[config.mk]
export PLATFORM = sky130hd
export DESIGN_NAME = fbe_walker
export DESIGN_NICKNAME = d
export VERILOG_FILES = /design/src/design/fbe_pkg.sv /design/src/design/fbe_walker.sv
export SDC_FILE = /design/constraint.sdc
export NUM_CORES = 1
export LEC_CHECK = 0
export BUFFER_PORTS_ARGS = -buffer_cell sky130_fd_sc_hd__buf_4
export CAP_MARGIN = 5
export CORE_UTILIZATION = 60
export DETAILED_ROUTE_END_ITERATION = 10
export PLACE_DENSITY = 0.8
export SKIP_CTS_REPAIR_TIMING = 1
export SLEW_MARGIN = 25
export SYNTH_ARGS = -nofsm -noshare
export SYNTH_HDL_FRONTEND = slang
export SYNTH_SLANG_ARGS = --single-unit
export TNS_END_PERCENT = 30
[constraint.sdc]
create_clock -name i_clk -period 13.85 [get_ports i_clk]
set_input_delay 2.77 -clock i_clk [delete_from_list [all_inputs] [get_ports i_clk]]
set_output_delay 2.77 -clock i_clk [all_outputs]
set_load 0.005 [all_outputs]
[src/design/fbe_pkg.sv]
`default_nettype none

package fbe_pkg;

    // Field widths of the command and result beats.
    localparam int REQ_W    = 3;
    localparam int COORD_W  = 12;
    localparam int CHAN_W   = 8;
    localparam int PIX_W    = 4 * CHAN_W;

    // Screen size registers are nine bits wide, so every clipped coordinate fits in this.
    localparam int SIZE_W   = 9;

    // Configuration port.
    localparam int CFG_IDX_W  = 2;
    localparam int CFG_DATA_W = 9;

    localparam logic [CFG_IDX_W-1:0] CFG_SCREEN_WIDTH  = 2'd0;
    localparam logic [CFG_IDX_W-1:0] CFG_SCREEN_HEIGHT = 2'd1;
    localparam logic [CFG_IDX_W-1:0] CFG_RGB_ONLY      = 2'd2;

    // Default store geometry.
    localparam int DEF_MAX_WIDTH  = 256;
    localparam int DEF_MAX_HEIGHT = 256;
    localparam int DEF_MEM_DEPTH  = DEF_MAX_WIDTH * DEF_MAX_HEIGHT;
    localparam int DEF_ADDR_W     = $clog2(DEF_MEM_DEPTH);

    // Command codes.
    localparam logic [REQ_W-1:0] REQ_READ         = 3'd0;
    localparam logic [REQ_W-1:0] REQ_WRITE_OPAQUE = 3'd1;
    localparam logic [REQ_W-1:0] REQ_WRITE_BLEND  = 3'd2;
    localparam logic [REQ_W-1:0] REQ_FILL_OPAQUE  = 3'd3;
    localparam logic [REQ_W-1:0] REQ_FILL_BLEND   = 3'd4;

    // Per-pixel operation kinds.
    localparam logic [1:0] OP_READ   = 2'd0;
    localparam logic [1:0] OP_OPAQUE = 2'd1;
    localparam logic [1:0] OP_BLEND  = 2'd2;

    // Byte lanes of a stored pixel word.
    localparam int RED_LSB   = 0;
    localparam int GREEN_LSB = 8;
    localparam int BLUE_LSB  = 16;
    localparam int ALPHA_LSB = 24;

    localparam logic [CHAN_W-1:0] CHAN_MAX = 8'hFF;

    typedef struct packed {
        logic [REQ_W-1:0]   req_type;
        logic [COORD_W-1:0] pos_x;
        logic [COORD_W-1:0] pos_y;
        logic [COORD_W-1:0] rect_w;
        logic [COORD_W-1:0] rect_h;
        logic [CHAN_W-1:0]  src_red;
        logic [CHAN_W-1:0]  src_green;
        logic [CHAN_W-1:0]  src_blue;
        logic [CHAN_W-1:0]  src_alpha;
    } t_req_beat;

    typedef struct packed {
        logic [CHAN_W-1:0] out_red;
        logic [CHAN_W-1:0] out_green;
        logic [CHAN_W-1:0] out_blue;
        logic [CHAN_W-1:0] out_alpha;
        logic              read_hit;
    } t_rsp_beat;

    typedef struct packed {
        logic [1:0]        kind;
        logic [CHAN_W-1:0] red;
        logic [CHAN_W-1:0] green;
        logic [CHAN_W-1:0] blue;
        logic [CHAN_W-1:0] alpha;
    } t_pix_cmd;

    typedef struct packed {
        logic     valid;
        logic     last;
        t_pix_cmd cmd;
    } t_pix_op;

    typedef struct packed {
        logic      busy;
        logic      done;
        t_rsp_beat rsp;
    } t_rmw_status;

    // (s*a + d*(255-a)) >> 8; the sum never exceeds 255*255.
    function automatic logic [CHAN_W-1:0] blend_chan(input logic [CHAN_W-1:0] a,
                                                     input logic [CHAN_W-1:0] s,
                                                     input logic [CHAN_W-1:0] d);
        logic [2*CHAN_W-1:0] p_src;
        logic [2*CHAN_W-1:0] p_dst;
        logic [2*CHAN_W:0]   acc;
        p_src = (2*CHAN_W)'(s * a);
        p_dst = (2*CHAN_W)'(d * (CHAN_MAX - a));
        acc   = {1'b0, p_src} + {1'b0, p_dst};
        return acc[CHAN_W +: CHAN_W];
    endfunction

endpackage

`default_nettype wire

[src/design/fbe_walker.sv]
`default_nettype none

module fbe_walker #(
    parameter int ADDR_W = fbe_pkg::DEF_ADDR_W
) (
    input  logic                      i_clk,
    input  logic                      i_rst_n,
    input  logic                      i_start,
    input  fbe_pkg::t_req_beat        i_req,
    input  logic [fbe_pkg::SIZE_W-1:0] i_act_w,
    input  logic [fbe_pkg::SIZE_W-1:0] i_act_h,
    output fbe_pkg::t_pix_op          o_iss,
    output logic [ADDR_W-1:0]         o_iss_addr,
    output logic                      o_busy,
    output logic                      o_nodraw
);
    import fbe_pkg::*;

    localparam int EW = COORD_W + 1;
    localparam int PW = 2 * SIZE_W + 1;

    logic                r_busy;
    logic [SIZE_W-1:0]   r_x;
    logic [SIZE_W-1:0]   r_y;
    logic [SIZE_W-1:0]   r_x0;
    logic [SIZE_W-1:0]   r_xe;
    logic [SIZE_W-1:0]   r_ye;
    logic [ADDR_W-1:0]   r_addr;
    logic [ADDR_W-1:0]   r_row_addr;
    t_pix_cmd            r_cmd;

    logic                n_busy;
    logic [SIZE_W-1:0]   n_x;
    logic [SIZE_W-1:0]   n_y;
    logic [ADDR_W-1:0]   n_addr;
    logic [ADDR_W-1:0]   n_row_addr;

    logic                is_fill;
    logic                type_ok;
    logic [COORD_W-1:0]  span_w;
    logic [COORD_W-1:0]  span_h;
    logic [EW-1:0]       xe_raw;
    logic [EW-1:0]       ye_raw;
    logic [SIZE_W-1:0]   st_xe;
    logic [SIZE_W-1:0]   st_ye;
    logic                st_draw;
    logic [PW-1:0]       st_addr_full;
    t_pix_cmd            st_cmd;

    logic                cur_valid;
    logic [SIZE_W-1:0]   cur_x;
    logic [SIZE_W-1:0]   cur_y;
    logic [SIZE_W-1:0]   cur_x0;
    logic [SIZE_W-1:0]   cur_xe;
    logic [SIZE_W-1:0]   cur_ye;
    logic [ADDR_W-1:0]   cur_addr;
    logic [ADDR_W-1:0]   cur_row;
    t_pix_cmd            cur_cmd;
    logic                x_more;
    logic                y_more;

    // Decode and clip the incoming command. Single-pixel commands are 1x1 rectangles.
    always_comb begin
        is_fill = i_req.req_type inside {REQ_FILL_OPAQUE, REQ_FILL_BLEND};
        type_ok = 1'b1;
        st_cmd.kind  = OP_READ;
        st_cmd.red   = i_req.src_red;
        st_cmd.green = i_req.src_green;
        st_cmd.blue  = i_req.src_blue;
        st_cmd.alpha = i_req.src_alpha;
        case (i_req.req_type)
            REQ_READ: begin
                st_cmd.kind = OP_READ;
            end
            REQ_WRITE_OPAQUE, REQ_FILL_OPAQUE: begin
                st_cmd.kind = OP_OPAQUE;
            end
            REQ_WRITE_BLEND, REQ_FILL_BLEND: begin
                st_cmd.kind = OP_BLEND;
            end
            default: begin
                type_ok = 1'b0;
            end
        endcase

        span_w = is_fill ? i_req.rect_w : COORD_W'(1);
        span_h = is_fill ? i_req.rect_h : COORD_W'(1);
        xe_raw = {1'b0, i_req.pos_x} + {1'b0, span_w};
        ye_raw = {1'b0, i_req.pos_y} + {1'b0, span_h};
        st_xe  = (xe_raw > EW'(i_act_w)) ? i_act_w : xe_raw[SIZE_W-1:0];
        st_ye  = (ye_raw > EW'(i_act_h)) ? i_act_h : ye_raw[SIZE_W-1:0];

        st_draw = type_ok && (EW'(i_req.pos_x) < EW'(st_xe))
                          && (EW'(i_req.pos_y) < EW'(st_ye));

        // Only meaningful when something is drawn; then both coordinates fit in SIZE_W.
        st_addr_full = PW'(i_req.pos_y[SIZE_W-1:0] * i_act_w)
                     + PW'(i_req.pos_x[SIZE_W-1:0]);
    end

    // The first pixel of a command goes out in its accept cycle, the rest from registers.
    always_comb begin
        if (r_busy) begin
            cur_x   = r_x;
            cur_y   = r_y;
            cur_x0  = r_x0;
            cur_xe  = r_xe;
            cur_ye  = r_ye;
            cur_addr = r_addr;
            cur_row = r_row_addr;
            cur_cmd = r_cmd;
        end else begin
            cur_x   = i_req.pos_x[SIZE_W-1:0];
            cur_y   = i_req.pos_y[SIZE_W-1:0];
            cur_x0  = i_req.pos_x[SIZE_W-1:0];
            cur_xe  = st_xe;
            cur_ye  = st_ye;
            cur_addr = ADDR_W'(st_addr_full);
            cur_row = ADDR_W'(st_addr_full);
            cur_cmd = st_cmd;
        end
        cur_valid = r_busy || (i_start && st_draw);

        x_more = ({1'b0, cur_x} + (SIZE_W + 1)'(1)) < {1'b0, cur_xe};
        y_more = ({1'b0, cur_y} + (SIZE_W + 1)'(1)) < {1'b0, cur_ye};

        n_busy = cur_valid && (x_more || y_more);
        if (x_more) begin
            n_x        = cur_x + SIZE_W'(1);
            n_y        = cur_y;
            n_addr     = cur_addr + ADDR_W'(1);
            n_row_addr = cur_row;
        end else begin
            n_x        = cur_x0;
            n_y        = cur_y + SIZE_W'(1);
            n_addr     = cur_row + ADDR_W'(i_act_w);
            n_row_addr = cur_row + ADDR_W'(i_act_w);
        end

        o_iss.valid = cur_valid;
        o_iss.last  = !x_more && !y_more;
        o_iss.cmd   = cur_cmd;
        o_iss_addr  = cur_addr;
        o_busy      = r_busy;
        o_nodraw    = i_start && !st_draw;
    end

    always_ff @(posedge i_clk) begin
        if (!i_rst_n) begin
            r_busy <= 1'b0;
        end else begin
            r_busy <= n_busy;
        end
    end

    always_ff @(posedge i_clk) begin
        if (cur_valid) begin
            r_x        <= n_x;
            r_y        <= n_y;
            r_x0       <= cur_x0;
            r_xe       <= cur_xe;
            r_ye       <= cur_ye;
            r_addr     <= n_addr;
            r_row_addr <= n_row_addr;
            r_cmd      <= cur_cmd;
        end
    end

    a_walk_in_rect: assert property (@(posedge i_clk) disable iff (!i_rst_n)
        r_busy |-> (r_x < r_xe) && (r_y < r_ye))
        else $error("walker position left the clipped rectangle");

endmodule

`default_nettype wire

### After elaboration in Yosys (flattened, before gate mapping)

Cells that the tools add are included.

| storage, ports and cells | value |
|---|---|
| bits in registers | 112 |
| bits in latches | 0 |
| memory bits (writable) | 0 |
| bits in read-only memories | 0 |
| input bits | 104 |
| output and inout bits | 54 |
| word-level logic and storage cells | 67 |
| memories kept | 0 |

| operators by class | value |
|---|---|
| add/sub/neg operators | 9 |
| $mul | 1 |
| divide/modulo/power cells | 0 |
| order comparisons | 6 |
| equality and inequality tests | 4 |
| shifts and indexed selects | 0 |
| multiplexer cells | 18 |
| bitwise gates (word level) | 0 |
| reductions and logical operators | 16 |

Operators with widths:

| kind | count |
|---|---|
| $mux 9 | 9 |
| $mux 16 | 4 |
| $mux 34 | 1 |
| $add 16x9->16 | 2 |
| $add 12x12->13 | 2 |
| $gt 13x9->1 | 2 |
| $lt 12x9->1 | 2 |
| $mux 12 | 2 |
| $add 9x1->10 const B | 2 |
| $lt 10x9->1 | 2 |
| $add 9x1->9 const B | 2 |
| $add 16x1->16 const B | 1 |
| $mul 9x9->16 | 1 |
| $eq 3x2->1 const B | 2 |
| $logic_and 1x1->1 | 6 |
| $reduce_or 5->1 | 1 |
| $pmux 2 s2 | 1 |
| $reduce_or 2->1 | 2 |
| $eq 3x1->1 const B | 1 |
| $eq 3x3->1 const B | 1 |
| $logic_not 1->1 | 3 |
| $logic_not 3->1 | 1 |
| $logic_or 1x1->1 | 2 |
| $reduce_bool 2->1 | 1 |
| $mux 1 | 1 |

### Logic depth before layout (Yosys ltp)

Gate-level depths: netlist of run 1.

| depth | value |
|---|---|
| depth after elaboration | 12 |
| depth in mapped cells | 34 |

### Least setup slack after synthesis of run 1

Ideal clock, no wire load.

| timing | value |
|---|---|
| path type | input-to-output |
| start point | input i_req[81] in the netlist's numbering |
| end point | output o_iss[35] in the netlist's numbering |
| arrival | 10,352 ps |
| path slack | 728 ps |
| stages on the path | 26 |
| path through | nand2_1 > o21ai_0 > clkbuf_1 > nand2_1 > fa_1 > nand2b_1 > a21oi_1 > o311ai_0 > and2_1 > xnor2_1 > ha_1 > a211oi_1 > o21ai_0 > o21ai_0 > nand3_1 > nor3_2 > buf_2 > mux2i_1 > ha_1 > and3_1 > and4_1 > and3_1 > a21oi_1 > and3_1 > a41o_1 > buf_4 |

| on the way | value |
|---|---|
| cells in the longest elaborated chain, start to end | 11 |
| elaborated cells between the ends (all ways) | 22 |
| those cells by class | add/sub: 2; order compare: 4; eq/ne: 4; mux: 5; reduce/logical: 7 |

Ends and longest elaborated chain:

| item | line | source |
|---|---|---|
| start: declaration | fbe_walker.sv:9 | `input fbe_pkg::t_req_beat i_req,` |
| $eq 3x2->1 / $eq 3x3->1 (equally long branches) | fbe_walker.sv:64, fbe_walker.sv:71 |  |
| $reduce_bool 2->1 | fbe_walker.sv:64 | `is_fill = i_req.req_type inside {REQ_FILL_OPAQUE, REQ_FILL_BLEND};` |
| $mux 12 | fbe_walker.sv:86 | `span_w = is_fill ? i_req.rect_w : COORD_W'(1);` |
| $add 12x12->13 | fbe_walker.sv:88 | `xe_raw = {1'b0, i_req.pos_x} + {1'b0, span_w};` |
| $gt 13x9->1 | fbe_walker.sv:90 | `st_xe = (xe_raw > EW'(i_act_w)) ? i_act_w : xe_raw[SIZE_W-1:0];` |
| $mux 9 | fbe_walker.sv:90 |  |
| $lt 12x9->1 | fbe_walker.sv:93 | `st_draw = type_ok && (EW'(i_req.pos_x) < EW'(st_xe))` |
| $logic_and 1x1->1 | fbe_walker.sv:93 |  |
| $logic_and 1x1->1 * | fbe_walker.sv:94 | `&& (EW'(i_req.pos_y) < EW'(st_ye));` |
| $logic_and 1x1->1 * | fbe_walker.sv:122 | `cur_valid = r_busy \|\| (i_start && st_draw);` |
| $logic_or 1x1->1 * | fbe_walker.sv:122 |  |
| end: declaration | fbe_walker.sv:12 | `output fbe_pkg::t_pix_op o_iss,` |

Every way passes the cells marked *; elsewhere a longest branch is shown, timed or not.

==> run metrics, run 1 <==
CTS tree=yes; CP required=11.08 ns; final hold violations=0; Tmin final=around 12 ns; initial antenna violation count=0; number of synthesized flops with an enable pin=~110; slew margin rel.=0.311; CTS Buffer Depth=2; crit share post-route=0.881; MaxCap Viol Count=0; slowest stage delay, CP=0.75 ns; RSZ-0062 raised after global routing=no; cts bufs inserted=9; initial core utilization=0.617; Max Slew Vio Count=0; routed via count=9,895; port buffer count=157; post-synthesis async set-or-reset flop share=0; Worst Path Max Fanout=24; Non-Filler Instances=about 1,700; synthesized instance count=between 1,000 and 1,500; htree depth=3; CP startpoint kind=primary input; Die X=144 um; slowest CP cell=nor3_2; Avg Cell Area, Syn=~9.4 um^2; Total Routing Usage GR=0.275; top_reg_cell synth=edfxtp_1; Die ar.=20,800 um^2; GP Congestion=0.943; commonest non-fill, non-tap cell in the layout=buf_4; sequential cell area=3360 um^2; nets=1,695; Clk pin slew, worst setup/hold paths=about 0.08 ns; DRT Pass-1 Iters=5; area occupied by multi-input gates=8080 um^2; actual slew at the worst max-slew pin=1.03 ns; routed vias/inst=about 6; Starting DRT DRC Count=731; status=finished, final reports clean; Seq/Total Area, Yosys=0.277; Mapped Area=12,100 um^2; routed wire length=roughly 28,000 um; critical path's top delay family=compound AO/OA/AOI/OAI gates; Worst path depth=32; Final setup viols=0; clk_lat worst skew=0.37 ns; Syn Nets=1,577; antenna-violating nets left=0; fraction of layout cells with a size suffix above 1=0.176; top cell type's share of synthesized area=0.275; Buf/Inv on CP=4; CP Class=primary input to output port; # clock sinks=112; most frequent cells in the layout=buf_4 (161), ha_1 (130), inv_1 (128), nand2_1 (111), edfxtp_1 (111); VDD IR-drop max=0.162 mV; synth unique cells=80; Die Span Y=approximately 140 um; crit path capture type=output port; Fin Setup TNS=0 ns; WP data arrival=9.44 ns; Ports=158; largest cells by area after synthesis=edfxtp_1 (27%), ha_1 (13%), fa_1 (9.4%); largest net degree at the start of global routing=83; # diodes=0; vias in the first global route=between 9,000 and 10,000; power density of the placed cells=between 150 and 200 nW/um^2; cell taking the most area after synthesis=edfxtp_1; hold depth=1; Leak=6.21 nW; fmax=0.0819 GHz; CTS Root Cell=clkbuf_16; DP HPWL=21,900 um; CORE AREA=19,700 um^2; clock skew=between 0.009 and 0.01 ns; worst hold-check path type=register to register; global-route wire length before repair=44,800 um; worst-case reg-to-reg path depth=17; DR WL/cell=17.0 um; Filler cells=1,542; Area Overhead vs Synth=13.7%; #FFs+latches synth=between 100 and 150; drt drc=0; num rows=51; placed insts=1,658; Synth Warn #=0; grt ovf=0
routing by layer:
metal | up-vias | track usage | wire [um]
met5 | - | 0 | 0
met2 | 332 | 0.457 | 13400
li1 | 4776 | - | -
met1 | 4749 | 0.377 | 12700
met3 | 38 | 0.0325 | 1720
met4 | 0 | 0.0842 | 582
Yosys cell counts, types with 17 or more instances:
library cell  instances
nand2_1             111
a21oi_1              57
mux2i_1              24
clkbuf_1             34
fa_1                 57
edfxtp_1            111
ha_1                130
nor2_1               72
xor2_1               26
nor2b_1              24
nor3_1               24
mux2_2               56
and2_1               64
inv_1               128
o21ai_0              53
xnor2_1              53
a21o_1               46
nand3_1              17
cell type report:
cell class | instances | share of cell area
Multi-Input combinational cell | 990 | 0.586
Sequential cell | 112 | 0.244
Timing Repair Buffer | 161 | 0.0877
Inverter | 130 | 0.0354
Tap cell | 265 | 0.0241
Clock buffer | 9 | 0.0163
Clock inverter | 7 | 0.00699
report_power, final:
group / internal (mW) / switching [mW] / total (mW) / leakage [nW]
registers: 0.438 / 0.000660 / 0.438 / 1.01
clock network: 0.134 / 0.149 / 0.283 / 0.156
logic: 0.803 / 0.977 / 1.78 / 5.05
flip-flops by register name, summed over array words and instances (netlist names):
register    cells
r_cmd          34
r_addr         16
r_row_addr     16
r_x0            9
r_x             9
r_xe            9
r_y             9
r_ye            9
o_busy          1
stage by stage:
step	cell area, um^2	util	power, mW	worst slack (ns)	hold slack, ns
after floorplan	12100	-	1.75	0.728	0.512
after CTS	13800	0.701	2.50	1.71	0.556
final	13800	0.701	2.50	1.64	0.551
after global placement	13500	0.685	2.17	2.01	0.528
after detailed placement	13500	0.685	2.20	1.77	0.536
after global routing	13800	0.701	2.71	1.20	0.572
worst reg2reg max path: stages, from the launching register on:
cell	delay [ns]
dfxtp_4	0.88
buf_4	0.80
inv_2	0.56
nand2_1	0.23
nand2_1	0.07
ha_1	0.23
nand2_1	0.10
nor2_1	0.08
nand2_1	0.08
xor2_1	0.21
ha_1	0.28
a21oi_1	0.11
o21ai_0	0.10
o21bai_1	0.19
or4b_2	0.66
o21ai_4	0.17
buf_4	0.61
mux2_2	0.43
kinds of logic (layout without fill, tap and decap cells):
family / Yosys count / after routing / share of synthesized area
buffers and inverters: 184 / 307 / 0.0591
multiplexers: 81 / 81 / 0.0728
XOR/XNOR: 79 / 79 / 0.0571
adder cells (fa/ha/maj): 187 / 187 / 0.228
AO/OA/AOI/OAI: 269 / 269 / 0.150
flip-flops: 112 / 112 / 0.277
AND/OR/NAND/NOR: 374 / 374 / 0.156
path summary, 6_finish.rpt:
kind                                         from           endpoint  slack, ns
worst max register to register  o_busy$_SDFF_PN0_   r_y[1]$_DFFE_PP_       7.80
worst max-delay path                    i_req[80]          o_iss[34]       1.64
worst min register to register  r_x0[2]$_DFFE_PP_  r_x0[2]$_DFFE_PP_       0.55
worst min-delay path            r_x0[2]$_DFFE_PP_  r_x0[2]$_DFFE_PP_       0.55
Note: power is estimated with default switching activity, not from simulation.
==> inputs of run 2 (changes only) <==
RECOVER_POWER = 25   (was not set)
==> run 2 against run 1 <==
The run now ends with capacitance limit, slew limit left. Worst hold slack got worse by 0.00090 ns. Critical endpoint unchanged. Flip-flop and latch count is the same. Register-to-register slack got worse by 3.9 ns. Largest power group unchanged. Clock skew decreased by 0.0011 ns.
==> run metrics, run 2 (synthesized netlist as in run 1, its figures left out) <==
status=finished with violations; failing checks=capacitance limit, slew limit; DR WL/cell=between 15 and 20 um; drt drc=0; initial core utilization=0.617; clk_lat worst skew=0.37 ns; Area Overhead vs Synth=13.3%; sequential cell area=3350 um^2; fraction of layout cells with a size suffix above 1=0.155; slew margin rel.=-1.36; Die ar.=20,800 um^2; biggest regs=r_cmd (34), r_addr (16), r_row_addr (16); reg-to-reg setup timing slack=3.92 ns; Fin Hold WS=0.550 ns; Die Span Y=144 um; worst hold-check path type=register to register; largest reg by FF count=r_cmd; Total Routing Usage GR=0.275; CTS Root Cell=clkbuf_16; CP startpoint kind=primary input; final setup margin=1.62 ns; Final Cell Area=13,700 um^2; Clk pin slew, worst setup/hold paths=approximately 0.080 ns; routed via count=approximately 9,900; slowest CP cell=nor3_2; Max Slew Vio Count=160; port buffer count=157; Final setup viols=0; Ports=158; Worst Path Max Fanout=24; Power Total=~2.5 mW; DP HPWL=21,900 um; cts bufs inserted=9; crit path capture type=output port; WP data arrival=between 9 and 10 ns; global-route wire length before repair=44,800 um; area occupied by multi-input gates=8080 um^2; Leak=6.17 nW; # clock sinks=112; crit share post-route=0.883; RSZ-0062 raised after global routing=no; vias in the first global route=roughly 9,200; Place WS=1.77 ns; Starting DRT DRC Count=704; largest net degree at the start of global routing=83; Buf/Inv on CP=4; actual slew at the worst max-slew pin=around 3.5 ns; # diodes=0; clock skew=0.00855 ns; routed vias/inst=5.91; initial antenna violation count=0; CTS Buffer Depth=2; CTS tree=yes; Largest register FFs=34; CORE AREA=19,700 um^2; nets=1,695; Fin Setup TNS=0 ns; Post-Route Utilization=0.699; commonest non-fill, non-tap cell in the layout=ha_1; Tmin final=12.23 ns; DP Area=13,500 um^2; num rows=51; fmax=0.0818 GHz; grt ovf=0; VDD IR-drop max=0.163 mV; CP Class=primary input to output port; Die X=144 um; htree depth=3; most frequent cells in the layout=ha_1 (130), inv_1 (128), buf_4 (112), nand2_1 (111), edfxtp_1 (111); antenna-violating nets left=0; power density of the placed cells=182 nW/um^2; DRT Pass-1 Iters=6; Non-Filler Instances=1,674; GP Congestion=0.943; MaxCap Viol Count=2; Filler cells=around 1,600; CP required=11.08 ns; final hold violations=0; routed wire length=between 20,000 and 30,000 um; critical path's top delay family=compound AO/OA/AOI/OAI gates; placed insts=1,658; slowest stage delay, CP=0.75 ns
==> run 2: worst register-to-register path: cells and delay by family (launching register included) <==
family,cells,cell delay (ns)
xor gates and xnor gates,1,0.20
buffers and inverters,3,4.45
AOI/OAI and AO/OA,4,0.55
DFF,1,2.12
and+or+nand+nor,6,1.38
muxes,1,0.44
adders and majority gates,2,0.53
==> run 2: per-layer routing <==
metal / up-vias / track usage / routed length (um)
li1: 4767 / - / -
met3: 40 / 0.0325 / 1960
met5: - / 0 / 0
met2: 361 / 0.457 / 13400
met1: 4729 / 0.377 / 12500
met4: 0 / 0.0842 / 604
==> run 2: final timing paths <==
| path | start | end | depth (start not counted) |
|---|---|---|---|
| worst max-delay path | i_req[82] | o_iss[34] | 30 |
| worst min-delay path | r_x0[2]$_DFFE_PP_ | r_x0[2]$_DFFE_PP_ | 1 |
| worst max register to register | o_busy$_SDFF_PN0_ | r_y[1]$_DFFE_PP_ | 17 |
| worst min register to register | r_x0[2]$_DFFE_PP_ | r_x0[2]$_DFFE_PP_ | 1 |
==> run 2: cell type report <==
cell class,instances,area share
timing repair buffer,161,0.0850
multi-input combinational,990,0.588
clock buffer,9,0.0164
tap,265,0.0241
clock inverter,7,0.00701
sequential,112,0.244
inverter,130,0.0355
==> run 2: report_power, final <==
part | total (mW) | switching, mW | internal (mW)
Clock | 0.282 | 0.148 | 0.134
Combinational | 1.78 | 0.980 | 0.802
Sequential | 0.438 | 0.000666 | 0.438
Total | 2.50 | 1.13 | 1.37
